`config.mk`:
```
export PLATFORM = sky130hd
export DESIGN_NAME = tar_sqrt
export DESIGN_NICKNAME = d
export VERILOG_FILES = /design/src/hdl/tar_pkg.sv /design/src/hdl/tar_sqrt.sv
export SDC_FILE = /design/constraint.sdc
export NUM_CORES = 2
export LEC_CHECK = 0
export BUFFER_PORTS_ARGS = -buffer_cell sky130_fd_sc_hd__buf_2
export CORE_MARGIN = 1
export CORE_UTILIZATION = 59
export CTS_BUF_LIST = sky130_fd_sc_hd__clkbuf_4 sky130_fd_sc_hd__clkbuf_8
export CTS_CLUSTER_DIAMETER = 40
export CTS_CLUSTER_SIZE = 16
export DETAILED_ROUTE_END_ITERATION = 12
export HOLD_SLACK_MARGIN = 0.12
export PLACE_DENSITY = 0.78
export SYNTH_ARGS = -nofsm -noshare
export SYNTH_HDL_FRONTEND = slang
export SYNTH_SLANG_ARGS = --single-unit
```
`constraint.sdc`:
```
create_clock -name clk -period 3.8 [get_ports clk]
set_clock_uncertainty 0.2 [all_clocks]
set_input_delay 0.57 -clock clk [delete_from_list [all_inputs] [get_ports clk]]
set_output_delay 0.57 -clock clk [all_outputs]
set_load 0.01 [all_outputs]
```
`src/hdl/tar_pkg.sv`:
```
package tar_pkg;

  localparam int CW   = 24;          // coordinate width
  localparam int SQW  = 2 * CW + 1;  // one squared difference
  localparam int SW   = 2 * CW + 3;  // sum of three squares
  localparam int LW   = CW + 1;      // edge length
  localparam int TW   = LW + 1;      // positive denominator term
  localparam int NW   = 3 * LW;      // numerator a*b*c
  localparam int DW   = 3 * TW;      // denominator product
  localparam int QW   = 32;          // quotient width
  localparam int FRAC = 16;          // fraction bits of the ratio
  localparam int XW   = DW + QW;     // divider working width

  typedef struct packed {
    logic signed [CW-1:0] ax;
    logic signed [CW-1:0] ay;
    logic signed [CW-1:0] az;
    logic signed [CW-1:0] bx;
    logic signed [CW-1:0] by;
    logic signed [CW-1:0] bz;
    logic signed [CW-1:0] cx;
    logic signed [CW-1:0] cy;
    logic signed [CW-1:0] cz;
  } tar_in_t;

  typedef struct packed {
    logic [QW-1:0] ratio;
    logic          degenerate;
    logic          saturated;
  } tar_out_t;

  typedef struct packed {
    logic degen;
    logic sat;
  } tar_flag_t;

endpackage

```
`src/hdl/tar_sqrt.sv`:
```
module tar_sqrt (
  input  logic                 clk,
  input  logic                 en,
  input  logic [tar_pkg::SW-1:0] rad,
  output logic [tar_pkg::LW-1:0] root
);
  import tar_pkg::*;

  logic [SW-1:0] rem_s  [0:LW];
  logic [LW-1:0] root_s [0:LW];

  assign rem_s[0]  = rad;
  assign root_s[0] = '0;

  // one result bit per stage, residual kept as rad - root^2
  for (genvar g = 0; g < LW; g++) begin : g_stage
    localparam int B = LW - 1 - g;
    logic [SW:0]   trial;
    logic [SW-1:0] rem_r;
    logic [LW-1:0] root_r;

    always_comb begin
      trial = ({(SW + 1 - LW)'(0), root_s[g]} << (B + 1)) + ((SW + 1)'(1) << (2 * B));
    end

    always_ff @(posedge clk) begin
      if (en) begin
        if ({1'b0, rem_s[g]} >= trial) begin
          rem_r  <= rem_s[g] - trial[SW-1:0];
          root_r <= root_s[g] | (LW'(1) << B);
        end else begin
          rem_r  <= rem_s[g];
          root_r <= root_s[g];
        end
      end
    end

    assign rem_s[g+1]  = rem_r;
    assign root_s[g+1] = root_r;
  end

  assign root = root_s[LW];

endmodule

```
### Word-level counts from Yosys, hierarchy flattened

Index checks and enable logic that the tools add are counted.
W data, S select, Z words.

| word-level totals | value |
|---|---|
| logic and storage cells | 171 |
| bits in registers | 1849 |
| input bits | 53 |
| output and inout port bits | 25 |

| cells by class | value |
|---|---|
| multiplexer cells | 25 |
| magnitude comparators | 25 |
| add/subtract/negate cells | 48 |

Operator list:

| cell | number |
|---|---|
| $mux W51 | 24 |
| $ge A51 B27 Y1 | 1 |
| $ge A51 B28 Y1 | 1 |
| $ge A51 B29 Y1 | 1 |
| $ge A51 B30 Y1 | 1 |
| $ge A51 B31 Y1 | 1 |
| $ge A51 B32 Y1 | 1 |
| $ge A51 B33 Y1 | 1 |
| $ge A51 B34 Y1 | 1 |
| $ge A51 B35 Y1 | 1 |
| $ge A51 B36 Y1 | 1 |
| $ge A51 B37 Y1 | 1 |
| $ge A51 B38 Y1 | 1 |
| $ge A51 B39 Y1 | 1 |
| $ge A51 B40 Y1 | 1 |
| $ge A51 B41 Y1 | 1 |
| $ge A51 B42 Y1 | 1 |
| $ge A51 B43 Y1 | 1 |
| $ge A51 B44 Y1 | 1 |
| $ge A51 B45 Y1 | 1 |
| $ge A51 B46 Y1 | 1 |
| $ge A51 B47 Y1 | 1 |
| $ge A51 B48 Y1 | 1 |
| $ge A51 B49 Y1 | 1 |
| 51 further kinds | 51 |

### Depth between registers and ports, before layout

| depth | value |
|---|---|
| depth in word-level cells | 3 |
| mapped depth | 14 |
| gate-level depth less buffers | 12 |

### Worst setup path after synthesis

No wires, ideal clock.

| timing path | value |
|---|---|
| path kind | reg-to-reg |
| from | register g_stage[21].rem_r[37] |
| to | register g_stage[22].rem_r[49] (data pin) |
| period minus slack after synthesis | 3.666 ns |
| stages on the path, launching flop included | 12 |
| data required time | 3.327 ns |
| arrival | 3.194 ns |
| path slack | 0.134 ns |
| cells stage by stage | edfxtp_1 or4_4 nor4b_2 or3b_2 a2111o_1 a211oi_2 and2_2 inv_2 and4b_1 buf_2 nor4b_1 xor2_1 |

| between the ends | value |
|---|---|
| longest elaborated chain between the ends | 2 |

Ends and longest elaborated chain:

| what | line | RTL |
|---|---|---|
| start, declared | tar_sqrt.sv:19 | `logic [SW-1:0] rem_r;` |
| start signal, assigned | tar_sqrt.sv:29 | `rem_r <= rem_s[g] - trial[SW-1:0];` |
| start signal, assigned | tar_sqrt.sv:32 | `rem_r <= rem_s[g];` |
| $sub A51 B29 Y51 / $ge A51 B29 Y1 (equally long branches) | tar_sqrt.sv:29, tar_sqrt.sv:28 |  |
| $mux W51 (*) | tar_sqrt.sv:28 | `if ({1'b0, rem_s[g]} >= trial) begin` |
| end signal, assigned | tar_sqrt.sv:29 |  |
| end signal, assigned | tar_sqrt.sv:32 |  |
| end, declared | tar_sqrt.sv:19 |  |

Mark *: on every way between the ends. The rest lies on a longest branch, timed or not.
A chain may end at the register's enable or synchronous reset.

### Worst setup path in the final report

| timing path | value |
|---|---|
| from | register g_stage[14].rem_r[42] |
| to | register g_stage[15].rem_r[32] (data pin) |

| between the ends | value |
|---|---|
| longest elaborated chain between the ends | 2 |

Ends and longest elaborated chain:

| what | line |
|---|---|
| start, declared | tar_sqrt.sv:19 |
| start signal, assigned | tar_sqrt.sv:29 |
| start signal, assigned | tar_sqrt.sv:32 |
| $ge A51 B36 Y1 | tar_sqrt.sv:28 |
| $mux W51 | tar_sqrt.sv:28 |
| end signal, assigned | tar_sqrt.sv:29 |
| end signal, assigned | tar_sqrt.sv:32 |
| end, declared | tar_sqrt.sv:19 |

Every way passes these cells.

==> flow_metrics.py <==
metrics = {
    "setup_path": {
        "path_class": "reg -> reg",
        "ff2ff_setup_slack_ps": 20,
        "path_max_fanout": 6,
        "critPathLaunch": "g_stage[14].rem_r[42]",
        "rr_worst_depth": 9,
        "cp-end-kind": "register",
        "reg2reg_from": "g_stage[14].rem_r[42]",
        "timing.rr.end": "g_stage[15].rem_r[32]",
        "slowest_stage": "or4_4",
        "cp-endpoint": "g_stage[15].rem_r[32]",
        "path_cells": "or4_4 > or4_4 > or4_4 > or3_4 > a211o_1 > nor3_4 > buf_6 > clkinvlp_4 > a31o_2",
        "crit_arrival_ps": 4240,
        "startpoint_type": "register",
        "slowest_delay_ps": 540,
        "cp_common_cell": "or4_4",
        "required_ps": 4260,
    },
    "drt": {
        "routed.top_layer": "met4",
        "drtIter0Drc": 4487,
        "ant_nets": 0,
        "wl_met2_um": 83200,
        "first_pass_iters": 12,
        "wl_per_cell_um": 20.7,
        "remaining_drc_errors": 20,
        "vias": 48130,
        "post_drt_via_cell_ratio": 5.99,
        "totalWireLength_um": 166000,
        "wl_met1_um": 66300,
        "wl_met3_um": 10900,
    },
    "grt": {
        "grt_pass1_wl_um": 257000,
        "antenna_found_initial": 2,
        "grt_max_degree": 134,
        "grtUsageTotal": 0.261,
        "grt_pass1_vias": 47054,
        "grt_overflow": 0,
    },
    "layout": {
        "fin_util": 0.670,
        "layout-area-overhead-vs-synth_pct": 12.4,
        "instances_no_fill": 8038,
        "final_nets": 6654,
        "drive_gt1_frac": 0.114,
    },
    "sta": {
        "hold_violations": 0,
        "setup_viol": 0,
        "worst_pin_slew_ps": 1140,
        "slew_violations": 0,
        "fin_crit_sh": 0.994,
        "max_freq_mhz": 265,
        "finalCriticalPeriod_ps": 3780,
        "maxSlewHeadroom": 0.231,
    },
    "logic_synthesis": {
        "yosysUniqueCellTypes": 84,
        "synthAdderAreaFrac": 0.0590,
        "synth_top_area_share": 0.630,
        "synth.cell_area_um2": 73800,
        "yosys.area.top_type": "edfxtp_1",
        "synth_compound_area_frac": 0.0864,
        "ys_warn_count": 0,
        "synth_area_leaders": "edfxtp_1, ha_1, xor2_1",
        "async_flop_share": 0,
        "synthSimpleGateAreaFrac": 0.123,
        "synth_edf_count": 1549,
        "yosys.area_share.xor_xnor": 0.0630,
        "synth_nets": 6207,
        "synth_top_family_by_area": "simple AND/OR/NAND/NOR gates",
        "avgSynthCellArea_um2": 12.7,
        "ys_seq_area_frac": 0.630,
        "synthFlopType": "edfxtp_1",
        "synth.area.mux_share": 0.0105,
        "ys_ff_latch": 1549,
        "synthCells": 5806,
    },
    "place": {
        "dpl.hpwl_um": 119000,
        "gp_congestion": 0.961,
        "port_buffers": 77,
        "dp.cells": 7598,
    },
    "job": {
        "max_cap_viol_count": 0,
    },
    "clock_tree": {
        "h-tree-depth": 4,
        "cts_buffers": 176,
        "clk_latency_ps": 940,
        "cts_tree": "done",
        "path_clk_slew_ps": 90,
        "clock-sinks": 1549,
        "root_buffer": "clkbuf_8",
        "cts.path.max_buffers": 3,
    },
    "run_status": {
        "status": "finished, violations left",
        "violations": "design-rule violations",
    },
    "floorplanning": {
        "dieArea_um2": 126000,
        "die_y_um": 356,
        "boundaryPins": 78,
        "die_x_um": 356,
        "start_util": 0.596,
        "fp-row-count": 129,
        "design.core.area_um2": 124000,
    },
    "power": {
        "power_mw": 44.7,
        "powerDensity_nw_per_um2": 539,
        "ir_worst_vdd_v": 0.000430,
        "cellLeakagePower_nw": 31.5,
    },
    "hold_path": {
        "hp-class": "reg -> reg",
    },
}
[routing by layer]
layer,up-vias,GRT usage
met2,1904,0.453
met5,-,0
met3,354,0.0428
li1,22664,-
met4,0,0.0973
met1,23208,0.328
[per-stage QoR]
stage                     hold slack [ps]  TNS (ps)  worst slack [ps]  instance area, um^2
after CTS                             228         0              11.9                82700
after detailed placement              230      -438              -137                77500
final                                 229         0              23.0                83000
after global placement                221      -331              -117                77500
after global routing                  244      -207             -50.4                83000
after floorplan                       217         0               134                73800
[final cells by class]
type	instances	area [um^2]
sequential	1549	46500
fill	8531	40800
multi-input combinational	3717	25500
timing repair buffer	372	3140
clock buffer	192	2560
tap	1637	2050
inverter	437	1640
clock inverter	131	1570
antenna	3	7.51
[cells in the mapped netlist (all sizes together) (67+ instances only)]
cell type and number:
clkbuf 84, o21a 76, nor3 199, nor4 205, a21oi 324, nand2 335, xnor2 255, a21o 113
ha 348, nand4 90, o21ai 256, edfxtp 1549, inv 436, nor2 411, nand3 78, nand2b 67
or3 78, xor2 276
[sequential cells by signal, summed over array words and instances, names as in the netlist]
signal          count
g_stage.rem_r    1224
g_stage.root_r    300
root               25
[critical path: cells and delay by family, from the launching register on]
kind	cells	cell delay, ps
AND/OR/NAND/NOR	5	2020
buffers and inverters	2	310
flip-flops	1	390
AO/OA/AOI/OAI	2	570
[kinds of logic after synthesis]
logic type               Yosys count
multiplexers                      70
AO/OA/AOI/OAI                   1025
AND/OR/NAND/NOR                 1743
flip-flops                      1549
buffers and inverters            540
XOR/XNOR                         531
adder cells (fa/ha/maj)          348
[how the worst min path moves through the flow]
stage | cells past startpoint | from | end
6_report | 0 | g_stage[16].rem_r[0] | g_stage[17].rem_r[0]
2_1_floorplan | 0 | g_stage[15].rem_r[0] | g_stage[16].rem_r[0]
3_3_place_gp | 0 | g_stage[16].rem_r[7] | g_stage[17].rem_r[7]
3_5_place_dp | 0 | g_stage[16].rem_r[2] | g_stage[17].rem_r[2]
5_1_grt | 0 | g_stage[13].rem_r[6] | g_stage[14].rem_r[6]
4_1_cts | 0 | g_stage[11].root_r[18] | g_stage[12].root_r[18]
[cell usage in the layout (no fill, tap or decap), drive strengths merged, types with 15 or more instances in the layout]
cell type,instances
o21ai,256
ha,348
buf,270
o211ai,16
bufinv,21
clkinvlp,16
mux2,61
or2,18
inv,471
nand4b,19
o31ai,26
nor3,199
o21bai,25
and2,22
a31oi,27
nor4b,26
or3,78
xnor2,255
nor2b,51
nand3,78
dlygate4sd3,102
edfxtp,1549
nand2b,67
or4,55
and3,27
and4,15
a21o,113
clkbuf,192
nor2,411
o21a,76
xor2,276
nand2,335
nor4,205
a21oi,324
clkinv,60
nand4,90
a211oi,34
[power by group]
part | total (mW) | internal (mW) | switching (mW)
combinational | 8.81 | 3.82 | 4.99
clock | 13.0 | 6.31 | 6.65
sequential | 22.9 | 21.4 | 1.55
[what timing repair did]
action                                 4_1_cts  5_1_grt
setup endpoints to repair                   17      132
pin swaps                                    1       14
endpoints found under the hold margin      295        0
gates resized for setup                      6       49
setup buffers                                2       10
hold buffers                               102        0
Power figures use the tool's default switching activity.
